**config.mk**
```make
export PLATFORM = sky130hd
export DESIGN_NAME = eth_ipv4_header_parser
export DESIGN_NICKNAME = d
export VERILOG_FILES = /design/src/rtl/eihp_pkg.sv /design/src/rtl/eth_ipv4_header_parser.sv /design/src/rtl/eihp_frame_tracker.sv /design/src/rtl/eihp_verdict_unit.sv
export SDC_FILE = /design/constraint.sdc
export NUM_CORES = 1
export LEC_CHECK = 0
export BUFFER_PORTS_ARGS = -buffer_cell sky130_fd_sc_hd__buf_4
export CORE_ASPECT_RATIO = 0.7
export CORE_MARGIN = 10
export CORE_UTILIZATION = 45
export DETAILED_ROUTE_END_ITERATION = 16
export PLACE_DENSITY_LB_ADDON = 0.15
export REMOVE_ABC_BUFFERS = 1
export SKIP_LAST_GASP = 1
export SLEW_MARGIN = 20
export SYNTH_ARGS = -nofsm -noshare
export SYNTH_HDL_FRONTEND = slang
export SYNTH_HIERARCHICAL = 1
export SYNTH_SLANG_ARGS = --single-unit
export TNS_END_PERCENT = 5
```
**constraint.sdc**
```tcl
create_clock -name clk -period 11.8 [get_ports clk]
set_input_delay 0.59 -clock clk [delete_from_list [all_inputs] [get_ports clk]]
set_output_delay 0.59 -clock clk [all_outputs]
set_load 0.01 [all_outputs]
```
**src/rtl/eihp_pkg.sv**
```systemverilog
// shared types and constants for the ethernet ii / ipv4 header parser
// no dependencies
package eihp_pkg;

  typedef enum logic [1:0] {
    KIND_NONE  = 2'd0,
    KIND_IPV4  = 2'd1,
    KIND_ARP   = 2'd2,
    KIND_OTHER = 2'd3
  } ether_kind_t;

  typedef enum logic [3:0] {
    VERDICT_UDP_OK      = 4'd0,
    VERDICT_ARP         = 4'd1,
    VERDICT_OTHER_TYPE  = 4'd2,
    VERDICT_BAD_VERSION = 4'd3,
    VERDICT_SHORT_HDR   = 4'd4,
    VERDICT_CHECKSUM    = 4'd5,
    VERDICT_FRAGMENT    = 4'd6,
    VERDICT_NOT_OURS    = 4'd7,
    VERDICT_NON_UDP     = 4'd8,
    VERDICT_TRUNCATED   = 4'd9
  } verdict_t;

  localparam logic [7:0]  VERSION_MASK   = 8'hF0;
  localparam logic [7:0]  VERSION_IPV4   = 8'h40;
  localparam logic [7:0]  IHL_MASK       = 8'h0F;
  localparam logic [15:0] FRAG_MASK      = 16'hBFFF;
  localparam logic [31:0] BROADCAST_IPV4 = 32'hFFFFFFFF;
  localparam logic [7:0]  PROTO_UDP      = 8'h11;
  localparam logic [15:0] ETHERTYPE_IPV4 = 16'h0800;
  localparam logic [15:0] ETHERTYPE_ARP  = 16'h0806;
  localparam logic [15:0] CSUM_GOOD      = 16'hFFFF;

  localparam logic [6:0] POS_SRC_MAC = 7'd6;
  localparam logic [6:0] POS_TYPE_HI = 7'd12;
  localparam logic [6:0] POS_TYPE_LO = 7'd13;
  localparam logic [6:0] POS_IP      = 7'd14;
  localparam logic [6:0] POS_MAX     = 7'd127;
  localparam logic [5:0] MIN_IHL     = 6'd20;

  // per-frame parse state; first_failure holds VERDICT_UDP_OK while no failure
  typedef struct packed {
    logic [6:0]  byte_position;
    logic [5:0]  header_bytes;
    logic [15:0] running_checksum;
    logic [15:0] pseudo_partial;
    verdict_t    first_failure;
    ether_kind_t ether_kind;
    logic [47:0] captured_mac;
    logic [31:0] captured_source_ip;
    logic [31:0] captured_destination_ip;
    logic [15:0] total_length;
    logic [7:0]  protocol_number;
    logic [15:0] flags_fragment_word;
  } frame_state_t;

  typedef struct packed {
    verdict_t    verdict;
    logic [47:0] source_mac;
    logic [31:0] source_ip;
    logic [31:0] destination_ip;
    logic [15:0] pseudo_header_sum;
    logic [15:0] payload_length;
    logic [6:0]  payload_offset;
  } result_t;

endpackage

```
**src/rtl/eth_ipv4_header_parser.sv**
```systemverilog
// top level of the ethernet ii / ipv4 header parser: input register, result register
// depends on eihp_pkg, eihp_frame_tracker, eihp_verdict_unit
//
// usage:
//   input channel (in_valid/in_ready) carries one frame byte per item with
//   last_byte set on the final byte of the frame, starting at the dest mac.
//   output channel (out_valid/out_ready) carries one result item per frame,
//   produced from the byte marked last; other bytes produce no result.
//   config_write/config_data load the local ipv4 address;
//   write it only while the parser is idle.
// timing:
//   one byte per cycle sustained unless a last byte is held (see stall). a byte
//   sits in the input register; the frame state and the result register update
//   at the edge that moves it on, which for a last byte loads its result.
// reset (rst, synchronous): clears frame state, both valid flags and the
//   local address.
// stall: while a result waits on out_ready, non-last bytes keep flowing; a
//   last byte is held in the input register and in_ready drops until the
//   waiting result is taken.
module eth_ipv4_header_parser import eihp_pkg::*; (
  input  logic        clk,
  input  logic        rst,
  input  logic        in_valid,
  output logic        in_ready,
  input  logic [7:0]  frame_byte,
  input  logic        last_byte,
  output logic        out_valid,
  input  logic        out_ready,
  output logic [3:0]  verdict,
  output logic [47:0] source_mac,
  output logic [31:0] source_ip,
  output logic [31:0] destination_ip,
  output logic [15:0] pseudo_header_sum,
  output logic [15:0] payload_length,
  output logic [6:0]  payload_offset,
  input  logic        config_write,
  input  logic [31:0] config_data
);

  logic         s1_valid;
  logic [7:0]   s1_byte;
  logic         s1_last;
  logic         s1_go;
  logic         out_free;
  logic [31:0]  local_ipv4_address;
  frame_state_t state_next;
  result_t      res;
  result_t      out_res;

  assign out_free = !out_valid || out_ready;
  assign s1_go = s1_valid && (!s1_last || out_free);
  assign in_ready = !s1_valid || s1_go;

  always_ff @(posedge clk) begin
    if (rst) begin
      local_ipv4_address <= '0;
    end else if (config_write) begin
      local_ipv4_address <= config_data;
    end
  end

  always_ff @(posedge clk) begin
    if (rst) begin
      s1_valid <= 1'b0;
    end else if (in_ready) begin
      s1_valid <= in_valid;
    end
  end

  always_ff @(posedge clk) begin
    if (in_ready && in_valid) begin
      s1_byte <= frame_byte;
      s1_last <= last_byte;
    end
  end

  eihp_frame_tracker u_tracker (
    .clk        (clk),
    .rst        (rst),
    .step       (s1_go),
    .frame_byte (s1_byte),
    .last_byte  (s1_last),
    .state_next (state_next)
  );

  eihp_verdict_unit u_verdict (
    .st                 (state_next),
    .local_ipv4_address (local_ipv4_address),
    .res                (res)
  );

  always_ff @(posedge clk) begin
    if (rst) begin
      out_valid <= 1'b0;
    end else if (s1_go && s1_last) begin
      out_valid <= 1'b1;
    end else if (out_ready) begin
      out_valid <= 1'b0;
    end
  end

  always_ff @(posedge clk) begin
    if (s1_go && s1_last) begin
      out_res <= res;
    end
  end

  assign verdict           = out_res.verdict;
  assign source_mac        = out_res.source_mac;
  assign source_ip         = out_res.source_ip;
  assign destination_ip    = out_res.destination_ip;
  assign pseudo_header_sum = out_res.pseudo_header_sum;
  assign payload_length    = out_res.payload_length;
  assign payload_offset    = out_res.payload_offset;

  a_ready_only_blocked_by_result: assert property (@(posedge clk) disable iff (rst)
    !in_ready |-> (s1_valid && s1_last && out_valid && !out_ready))
    else $error("input stalled without a pending result");

  a_result_from_last_byte: assert property (@(posedge clk) disable iff (rst)
    $rose(out_valid) |-> $past(s1_valid && s1_last))
    else $error("result raised without a last byte");

  a_verdict_range: assert property (@(posedge clk) disable iff (rst)
    out_valid |-> (out_res.verdict <= VERDICT_TRUNCATED))
    else $error("verdict code out of range");

  a_ip_fields_cleared: assert property (@(posedge clk) disable iff (rst)
    (out_valid && ((out_res.verdict == VERDICT_ARP) ||
                   (out_res.verdict == VERDICT_OTHER_TYPE) ||
                   (out_res.verdict == VERDICT_BAD_VERSION) ||
                   (out_res.verdict == VERDICT_SHORT_HDR) ||
                   (out_res.verdict == VERDICT_TRUNCATED)))
    |-> ((payload_offset == 7'd0) && (source_ip == 32'd0) && (payload_length == 16'd0)))
    else $error("ip fields set on a non-ip verdict");

  a_ip_offset_min: assert property (@(posedge clk) disable iff (rst)
    (out_valid && ((out_res.verdict == VERDICT_UDP_OK) ||
                   (out_res.verdict == VERDICT_CHECKSUM) ||
                   (out_res.verdict == VERDICT_FRAGMENT) ||
                   (out_res.verdict == VERDICT_NOT_OURS) ||
                   (out_res.verdict == VERDICT_NON_UDP)))
    |-> (payload_offset >= 7'd34))
    else $error("payload offset below minimum ip header");

endmodule

```
**src/rtl/eihp_frame_tracker.sv**
```systemverilog
// per-byte frame state: position, ethertype, ipv4 header fields and running sums
// depends on eihp_pkg
module eihp_frame_tracker import eihp_pkg::*; (
  input  logic         clk,
  input  logic         rst,
  input  logic         step,
  input  logic [7:0]   frame_byte,
  input  logic         last_byte,
  output frame_state_t state_next
);

  frame_state_t st;
  logic [6:0]   p;
  logic [6:0]   h;
  logic         take;
  logic [15:0]  term;
  logic [16:0]  csum_sum;
  logic [16:0]  pseudo_sum;
  logic [15:0]  ether_type;
  logic [5:0]   ihl_bytes;
  logic         add_pseudo;

  assign p = st.byte_position;
  assign h = p - POS_IP;
  assign term = h[0] ? {8'h00, frame_byte} : {frame_byte, 8'h00};
  assign csum_sum = {1'b0, st.running_checksum} + {1'b0, term};
  assign pseudo_sum = {1'b0, st.pseudo_partial} + {1'b0, term};
  assign ether_type = {st.total_length[7:0], frame_byte};
  assign ihl_bytes = {frame_byte[3:0] & IHL_MASK[3:0], 2'b00};
  assign take = (p >= POS_IP) && (st.ether_kind == KIND_IPV4) &&
                (st.first_failure == VERDICT_UDP_OK) &&
                ((h == 7'd0) || (h < {1'b0, st.header_bytes}));
  assign add_pseudo = (h == 7'd9) || ((h >= 7'd12) && (h < 7'd20));

  always_comb begin
    state_next = st;
    if ((p >= POS_SRC_MAC) && (p < POS_TYPE_HI)) begin
      state_next.captured_mac = {st.captured_mac[39:0], frame_byte};
    end else if (p == POS_TYPE_HI) begin
      state_next.total_length = {8'h00, frame_byte};
    end else if (p == POS_TYPE_LO) begin
      state_next.total_length = '0;
      if (ether_type == ETHERTYPE_IPV4) begin
        state_next.ether_kind = KIND_IPV4;
      end else if (ether_type == ETHERTYPE_ARP) begin
        state_next.ether_kind = KIND_ARP;
      end else begin
        state_next.ether_kind = KIND_OTHER;
      end
    end else if (take) begin
      if ((h == 7'd0) && ((frame_byte & VERSION_MASK) != VERSION_IPV4)) begin
        state_next.first_failure = VERDICT_BAD_VERSION;
      end else if ((h == 7'd0) && (ihl_bytes < MIN_IHL)) begin
        state_next.first_failure = VERDICT_SHORT_HDR;
      end else begin
        if (h == 7'd0) begin
          state_next.header_bytes = ihl_bytes;
        end
        state_next.running_checksum = csum_sum[15:0] + {15'd0, csum_sum[16]};
        if (add_pseudo) begin
          state_next.pseudo_partial = pseudo_sum[15:0] + {15'd0, pseudo_sum[16]};
        end
        if ((h == 7'd2) || (h == 7'd3)) begin
          state_next.total_length = {st.total_length[7:0], frame_byte};
        end else if ((h == 7'd6) || (h == 7'd7)) begin
          state_next.flags_fragment_word = {st.flags_fragment_word[7:0], frame_byte};
        end else if (h == 7'd9) begin
          state_next.protocol_number = frame_byte;
        end else if ((h >= 7'd12) && (h < 7'd16)) begin
          state_next.captured_source_ip = {st.captured_source_ip[23:0], frame_byte};
        end else if ((h >= 7'd16) && (h < 7'd20)) begin
          state_next.captured_destination_ip =
            {st.captured_destination_ip[23:0], frame_byte};
        end
      end
    end
    if (p != POS_MAX) begin
      state_next.byte_position = p + 7'd1;
    end
  end

  always_ff @(posedge clk) begin
    if (rst) begin
      st <= '0;
    end else if (step) begin
      if (last_byte) begin
        st <= '0;
      end else begin
        st <= state_next;
      end
    end
  end

endmodule

```
**src/rtl/eihp_verdict_unit.sv**
```systemverilog
// end-of-frame classification and result fields from the updated frame state
// depends on eihp_pkg
module eihp_verdict_unit import eihp_pkg::*; (
  input  frame_state_t st,
  input  logic [31:0]  local_ipv4_address,
  output result_t      res
);

  verdict_t    v;
  logic        ip_ok;
  logic [15:0] plen;
  logic [16:0] psum;

  assign plen = st.total_length - {10'd0, st.header_bytes};
  assign psum = {1'b0, st.pseudo_partial} + {1'b0, plen};

  always_comb begin
    if (st.byte_position < POS_IP) begin
      v = VERDICT_TRUNCATED;
    end else if (st.ether_kind == KIND_ARP) begin
      v = VERDICT_ARP;
    end else if (st.ether_kind != KIND_IPV4) begin
      v = VERDICT_OTHER_TYPE;
    end else if (st.first_failure != VERDICT_UDP_OK) begin
      v = st.first_failure;
    end else if ((st.header_bytes == 6'd0) ||
                 (st.byte_position < (POS_IP + {1'b0, st.header_bytes}))) begin
      v = VERDICT_TRUNCATED;
    end else if (st.running_checksum != CSUM_GOOD) begin
      v = VERDICT_CHECKSUM;
    end else if ((st.flags_fragment_word & FRAG_MASK) != 16'd0) begin
      v = VERDICT_FRAGMENT;
    end else if ((st.captured_destination_ip != local_ipv4_address) &&
                 (st.captured_destination_ip != BROADCAST_IPV4)) begin
      v = VERDICT_NOT_OURS;
    end else if (st.protocol_number != PROTO_UDP) begin
      v = VERDICT_NON_UDP;
    end else begin
      v = VERDICT_UDP_OK;
    end
  end

  assign ip_ok = (v == VERDICT_UDP_OK) || (v == VERDICT_CHECKSUM) ||
                 (v == VERDICT_FRAGMENT) || (v == VERDICT_NOT_OURS) ||
                 (v == VERDICT_NON_UDP);

  always_comb begin
    res = '0;
    res.verdict = v;
    res.source_mac = (st.byte_position >= POS_TYPE_HI) ? st.captured_mac : 48'd0;
    if (ip_ok) begin
      res.source_ip = st.captured_source_ip;
      res.destination_ip = st.captured_destination_ip;
      res.pseudo_header_sum = psum[15:0] + {15'd0, psum[16]};
      res.payload_length = plen;
      res.payload_offset = POS_IP + {1'b0, st.header_bytes};
    end
  end

endmodule

```
=== Yosys cells after proc, flatten, opt, wreduce, memory -nomap -nowiden ===
Index checks and enable logic that the tools add are counted.

* Muxes and demuxes: 49
* Magnitude comparators: 12
* Eq/ne operators: 22
* $add $sub $neg: 10
* Reductions and logical operators: 35

{| class="wikitable"
|+ Operators with widths
! operator !! number
|-
| 2-to-1 mux 104 bit || 4
|-
| 2-to-1 mux 64 bit || 5
|-
| 2-to-1 mux 203 bit || 1
|-
| 2-to-1 mux 16 bit || 6
|-
| 2-to-1 mux 32 bit || 3
|-
| 2-to-1 mux 44 bit || 2
|-
| 2-to-1 mux 42 bit || 2
|-
| 2-to-1 mux 38 bit || 2
|-
| 2-to-1 mux 24 bit || 3
|-
| adder 16 x 16 -> 17 bit || 3
|-
| adder 16 x 1 -> 16 bit || 3
|-
| 2-to-1 mux 48 bit || 1
|-
| 2-to-1 mux 4 bit || 11
|-
| == test 16 x 12 -> 1 bit (second input constant) || 2
|-
| inequality test 32 bit || 1
|-
| inequality test 32 bit (second input constant) || 1
|-
| == test 7 x 4 -> 1 bit (second input constant) || 3
|-
| >= comparator 7 x 4 -> 1 bit (second input constant) || 3
|-
| 2-to-1 mux 8 bit || 2
|-
| inequality test 16 bit (second input constant) || 1
|-
| nonzero test 16 bit || 1
|-
| subtractor 16 x 6 -> 16 bit || 1
|-
| == test 7 x 2 -> 1 bit (second input constant) || 2
|-
| == test 7 x 3 -> 1 bit (second input constant) || 2
|-
| 30 further kinds || 63
|}

* Output and inout bits: 157
* Bits of input ports: 46
* Flip-flop bits (word level): 400
* Logic and storage cells: 152

=== Longest topological paths before layout ===
Gate-level depths: netlist of run 1.

* Word-level depth: 29
* Depth in mapped cells: 43
* Mapped depth without buffers: 41

=== Hierarchy ===
The synthesis of run 1 kept the hierarchy.

{| class="wikitable"
|+ By module, submodules not included
! module !! instances !! sequential area each (µm²) !! area an instance (µm²) !! cells each
|-
| eihp_frame_tracker || 1 || 4,063.9 || 13,247.7 || 1,768
|-
| eth_ipv4_header_parser || 1 || 5,605.4 || 6,192.2 || 280
|-
| eihp_verdict_unit || 1 || 0.0 || 3,977.6 || 534
|}

=== Worst setup path after synthesis of run 1 ===
Ideal clock, no wire load.

* Path type: reg2reg
* From: register u_tracker.st, in the netlist u_tracker/p[0]
* To: register out_res, in the netlist pseudo_header_sum[14], data pin
* Required time: 11.529 ns
* Period minus slack after synthesis: 8.094 ns
* Cell stages (with the launch flop): 42
* Buffers on the path: 5
* Arrival: 7.824 ns
* Setup slack: 3.706 ns
* Cells stage by stage: dfxtp_1 buf_4 buf_6 buf_2 clkbuf_1 clkbuf_1 and2_1 ha_1 ha_1 a21oi_1 o21ai_1 o211ai_1 nand3_1 a31oi_1 o21bai_1 a21oi_1 o21bai_1 ha_1 [... 6 more ...] ha_1 and3_1 nand2_1 a211o_1 a21oi_1 o21ai_0 a21boi_0 o21ai_0 nand2b_1 ha_1 ha_1 nand2_1 nor3_1 nand4_1 or4_1 nor4_1 xnor2_1 a21boi_1

{| class="wikitable"
|+ RTL lines
! element !! RTL line !! source
|-
| start, declared || eihp_frame_tracker.sv:12 || <nowiki>frame_state_t st;</nowiki>
|-
| start signal, assigned || eihp_frame_tracker.sv:89 || <nowiki>st <= state_next;</nowiki>
|-
| end signal, assigned || eth_ipv4_header_parser.sv:104 || <nowiki>out_res <= res;</nowiki>
|-
| end, declared || eth_ipv4_header_parser.sv:48 || <nowiki>result_t out_res;</nowiki>
|}

==> summary.md, run 1 <==
| Metric | Value |
|---|---|
| Via density | 5.63 |
| RSZ-0062 raised after global routing | no |
| Chip Height | 211 um |
| Top routing layer used | met4 |
| Final worst slack | 2250 ps |
| Design Area, Final | 26500 um^2 |
| Number of global-route vias before repair | around 18000 |
| Leakage | 10.4 nW |
| Drt drc | 0 |
| Final Hold Viols | 0 |
| Setup TNS | 0 ps |
| Crit. End Element | flop |
| Peak supply drop | 87.9 uV |
| FMAX | around 100 MHz |
| Layout Cells excl Fill | 3377 |
| Cts bufs inserted | 42 |
| Least-Margin Pin Slew | 1120 ps |
| Met2 WL | 29100 um |
| Cell Int Power | 2.24 mW |
| Avg Inst Size Synth | 9.07 um^2 |
| WL final | 66500 um |
| Dpl cell area | between 20000 and 30000 um^2 |
| Core Area | ~51000 um^2 |
| Crit-path max FO | 38 |
| Placer Congestion | 0.900 |
| Rel. slew slack | 25.4% |
| Initial antenna violation count | 0 |
| P_sw | 0.683 mW |
| Total global-route track usage | approximately a fifth |
| Worst skew pair latency | roughly 570 ps |
| Antenna cells | 0 |
| Routed met1 length | between 30000 and 40000 um |
| Largest net degree at the start of global routing | 80 |
| Die area | 61600 um^2 |
| Clock network power share | 44.0% |
| Post-Synthesis Cells | 2576 |
| WP data arrival | 9830 ps |
| CP max-delay cell | dfxtp_1 |
| Via count | 19000 |
| Final critical-path required period | roughly 9600 ps |
| Req. time, crit path | 12080 ps |
| Sw Ratio | 23.4% |
| WHS | 211 ps |
| Crit-path most repeated cell | ha_1 |
| Final core occ | about half |
| Worst-path clk slew | 70 ps |
| Die X | 292 um |
| Wirelength per Cell | 19.7 um |
| Crit start category | flop |
| Combinational Power Share | 6.0% |
| Dpl cells | 3300 |
| Bufs on Longest Clock Path | 3 |
| Layout cell share with drive strength beyond 1 | 18.0% |
| Worst slack, placed | 2390 ps |
| Hold_buf cts | 0 |
| CP peak stage delay | ~640 ps |
| H-tree levels | 2 |
| Post_cts resized | 0 |
| First-pass GRT wire length | 104000 um |
| Port Buffer Count | 202 |
| P&R area growth vs syn | 13.3% |
| GR Overflow Total | 0 |
| TritonCTS clock tree | built |
| Crit Path Class | flop to flop |
| Final slew viol count | 0 |
| Most common cell after layout, fill and taps aside | nor2_1 |
| Tcrit/Tclk final | 80.9% |
| # fillers | 4677 |
| Cell area after synthesis | 23400 um^2 |
| Setup bufs post-CTS | 0 |
| Status | finished, final reports clean |
| Initial cell density of the core | a little under half |
| Sink Count | 400 |
| Commonest cells after routing, fill and taps aside | 297 x nor2_1, 292 x nand2_1, 235 x dfxtp_1, 230 x buf_4, 178 x nor2b_1 |
| Met3 WL | 3660 um |
| Iteration-0 DRC Markers | 1655 |
| Power Dens Cells | around 110 nW/um^2 |
| Clock skew | 22.2 ps |
| Hold WC Path Type | input pin to flop |
| I/O Pins | 203 |
| Post-DP HPWL | around 45000 um |
| Nets | 2781 |
| Synth warn | 6 |
| Drt first pass iters | 6 |
| Clock root buffer | clkbuf_16 |
| Seq pwr share | 50.1% |
| Post-route ant nets | 0 |
| Max-cap viol count | 0 |
| Row cnt | 69 |
| Tot Pwr | between 2 and 3 mW |
| Final setup fails | 0 |
==> state kept, by name (all words and copies together) (netlist names) <==
signal	cells
u_tracker/st	187
source_mac	48
destination_ip	32
local_ipv4_address	32
source_ip	32
payload_length	16
pseudo_header_sum	16
s1_byte	8
u_tracker/ether_type	8
payload_offset	7
u_tracker/p	7
verdict	4
out_valid	1
s1_last	1
s1_valid	1
==> per-layer routing <==
metal	GRT usage, %	vias to the layer above
li1	-	9262
met1	30.2	9181
met2	31.4	513
met3	3.46	72
met4	4.04	0
met5	0	-
==> critical path: cells and delay by family (launching register included) <==
family,cells,cell delay (ps)
AOI/OAI and AO/OA,14,2640
xor gates and xnor gates,3,590
adders and majority gates,5,1320
buffers and inverters,3,520
DFF,1,640
and+or+nand+nor,14,3520
==> cell type report <==
class | instances | area, um^2 | share of cell area [%]
Multi-Input combinational cell | 1936 | 12700 | 48.0
Timing Repair Buffer | 232 | 1750 | 6.61
Clock buffer | 61 | 1190 | 4.51
Clock inverter | 16 | 115 | 0.435
Sequential cell | 400 | 9650 | 36.4
Tap cell | 674 | 843 | 3.19
Inverter | 58 | 218 | 0.822
==> power groups by stage <==
stage	combinational, mW	clock [mW]	sequential, mW
global placement	0.171	0	1.49
CTS	0.174	1.31	1.46
finish	0.174	1.28	1.46
global route	0.188	1.38	1.46
floorplan	0.0744	0	1.51
detailed placement	0.174	0	1.49
==> path summary, 6_finish.rpt <==
kind,start,to,slack [ps],cells after the start
worst max-delay path,u_tracker/p[3],pseudo_header_sum[14],2250,39
worst min-delay path,frame_byte[4],s1_byte[4],210,1
worst max register to register,u_tracker/p[3],pseudo_header_sum[14],2250,39
worst min register to register,u_tracker/st[188],u_tracker/st[188],490,2
No activity file was read; power rests on OpenSTA's default activity.
==> run 2, diff against run 1 <==
- ABC_AREA: unset -> 1
- clock period: 11.8 -> 8.15 ns (I/O delays scaled with it)
==> summary.md, run 2 <==
| Metric | Value |
|---|---|
| CP bufs+invs | 7 (+4) |
| Peak supply drop | 134 uV (+53%) |
| Sequential cell area | 9650 um^2 (unchanged) |
| RSZ-0062 raised after global routing | no |
| Post-route ant nets | 0 (unchanged) |
| GR Overflow Total | 0 (unchanged) |
| Power Dens Cells | 161 nW/um^2 (+46%) |
| Routed met1 length | 34400 um (+4.9%) |
| WHS | 28.0 ps (-183 ps) |
| Total global-route track usage | 20.5% (-0.054 points) |
| Delay-heaviest family, CP | simple AND/OR/NAND/NOR gates |
| Final slew viol count | 0 (unchanged) |
| H-tree levels | 2 (unchanged) |
| Chip Height | 214 um (+1.4%) |
| Leakage | 11.7 nW (+13%) |
| Synth warn | 6 (unchanged) |
| Crit-path most repeated cell | nand2_1 |
| FMAX | 134 MHz (+28%) |
| Final core occ | 52.1% (+0.19 points) |
| Req. time, crit path | 8550 ps (-3530 ps) |
| Port Buffer Count | 202 (unchanged) |
| Wirelength per Cell | 15.6 um (-21%) |
| Die area | 63400 um^2 (+2.9%) |
| Antenna cells | 0 (unchanged) |
| Nets | 3685 (+33%) |
| Crit start category | flop |
| Drt first pass iters | 8 (+2) |
| Footprint of the multi-input gates | 11700 um^2 (-7.8%) |
| Top routing layer used | met4 |
| Clock root buffer | clkbuf_16 |
| Via count | 21700 (+14%) |
| Crit. End Element | flop |
| Final Hold Viols | 0 (unchanged) |
| Most common cell after layout, fill and taps aside | nand2_1 |
| Row cnt | 70 (+1.4%) |
| Final critical-path required period | 7440 ps (-2110 ps) |
| Post-DP HPWL | 48000 um (+5.9%) |
| Worst reg2reg setup slack | 710 ps (-1540 ps) |
| Drt drc | 0 (unchanged) |
| Least-Margin Pin Slew | 1080 ps (-41.6 ps) |
| Placer Congestion | 0.946 (+5.1%) |
| Initial cell density of the core | 45.8% (about the same) |
| I/O Pins | 203 (unchanged) |
| Max-cap viol count | 0 (unchanged) |
| Avg Inst Size Synth | 7.00 um^2 (-23%) |
| Met3 WL | 5230 um (+43%) |
| Hold WC Path Type | input pin to flop |
| Biggest register | u_tracker/st |
| CP max-delay cell | dfxtp_2 |
| WP data arrival | 7850 ps (-1980 ps) |
| Core Area | 52600 um^2 (+3.2%) |
| Number of global-route vias before repair | 19100 (+5.3%) |
| Worst skew pair latency | 580 ps (about the same) |
| Layout cell share with drive strength beyond 1 | 13.2% (-4.8 points) |
| Largest net degree at the start of global routing | 111 (+39%) |
| Die X | 297 um (+1.5%) |
| Iteration-0 DRC Markers | 2039 (+23%) |
| CP peak stage delay | 400 ps (-240 ps) |
| Worst-path clk slew | 60 ps (about the same) |
| Rel. slew slack | 28.2% (+2.8 points) |
| First-pass GRT wire length | 105000 um (+1.4%) |
| Met2 WL | 26800 um (-7.8%) |
| Sink Count | 400 (unchanged) |
| Worst slack, placed | 540 ps (-1850 ps) |
| Clock skew | 19.1 ps (-3.03 ps) |
| WL final | 67300 um (+1.2%) |
| Final setup fails | 0 (unchanged) |
| Crit-path max FO | 22 (-42%) |
| P&R area growth vs syn | 13.7% |
| TritonCTS clock tree | built |
| # fillers | 5269 (+13%) |
| Cts bufs inserted | 43 (+2.4%) |
| Cell area after synthesis | 24100 um^2 (+3.2%) |
| Largest register FFs | 187 (unchanged) |
| Status | finished, final reports clean |
| Final worst slack | 709 ps (-1540 ps) |
| Initial antenna violation count | 0 (unchanged) |
| Crit Path Class | flop to flop |
| Bufs on Longest Clock Path | 3 (unchanged) |
| Via density | 5.00 (-11%) |
| Tcrit/Tclk final | 91.3% (+10 points) |
| Commonest cells after routing, fill and taps aside | 1184 x nand2_1, 465 x inv_1, 283 x a21oi_1, 251 x nor2_1, 235 x dfxtp_1 |
| Post-Synthesis Cells | 3447 (+34%) |
## run 2: changes by cell type in the layout (fill, tap and decap cells not counted), sizes merged, moves of 42 or more
cell,delta
inv,+441
a22oi,-61
nand2,+900
a21oi,+202
a21boi,-83
mux2,-80
xnor2,-43
o21ai,+74
nand3,+113
xor2,-42
nor2b,-179
## run 2: worst reg2reg max path: cells and delay by family (launching register included)
kind	cells	cell delay (ps)
fa+ha+maj	7	1860
simple gates	33	3420
flops	1	400
buf+inv	7	510
compound gates	8	1080
## run 2: final timing paths
kind,start,end,cells after the start
min reg2reg,u_tracker/st[151],u_tracker/st[151],2
max reg2reg,u_tracker/p[1],pseudo_header_sum[10],55
min,frame_byte[6],s1_byte[6],1
max,u_tracker/p[1],pseudo_header_sum[10],55
## run 2: metrics by stage
stage | instance area (um^2) | setup TNS, ps | cells | power, mW
2_1_floorplan | 23200 | -567430 | 3296 | 2.31
3_3_place_gp | 25900 | 0 | 4239 | 2.45
3_5_place_dp | 25900 | 0 | 4239 | 2.45
4_1_cts | 27400 | 0 | 4326 | 4.46
5_1_grt | 27400 | 0 | 4329 | 4.57
6_report | 27400 | 0 | 4329 | 4.42
## run 2: power breakdown
part | internal, mW | switching, mW | total [mW] | leakage [nW]
registers | 2.11 | 0.0261 | 2.14 | 3.34
clock network | 1.14 | 0.857 | 2.00 | 0.674
logic | 0.0886 | 0.186 | 0.275 | 7.71
total | 3.35 | 1.07 | 4.42 | 11.7
## run 2: per-layer routing
metal	GRT usage, %	vias to the layer above
met5	0	-
met4	3.96	0
met3	3.58	65
met2	28.9	621
met1	32.1	9782
li1	-	11200
## run 2: what timing repair did
item | 4_1_cts | 5_1_grt
setup buffers | 0 | 1
hold endpoints to repair | 7 | 1
hold buffers | 7 | 1
gates resized for setup | 0 | 6
endpoints found under the setup margin | 0 | 3
## run 2: layout make-up
cell class | instances | share of cell area (%)
Clock buffer | 58 | 4.40
Clock inverter | 22 | 0.822
Inverter | 500 | 6.89
Multi-Input combinational cell | 2396 | 42.7
Sequential cell | 400 | 35.2
Tap cell | 720 | 3.29
Timing Repair Buffer | 233 | 6.68
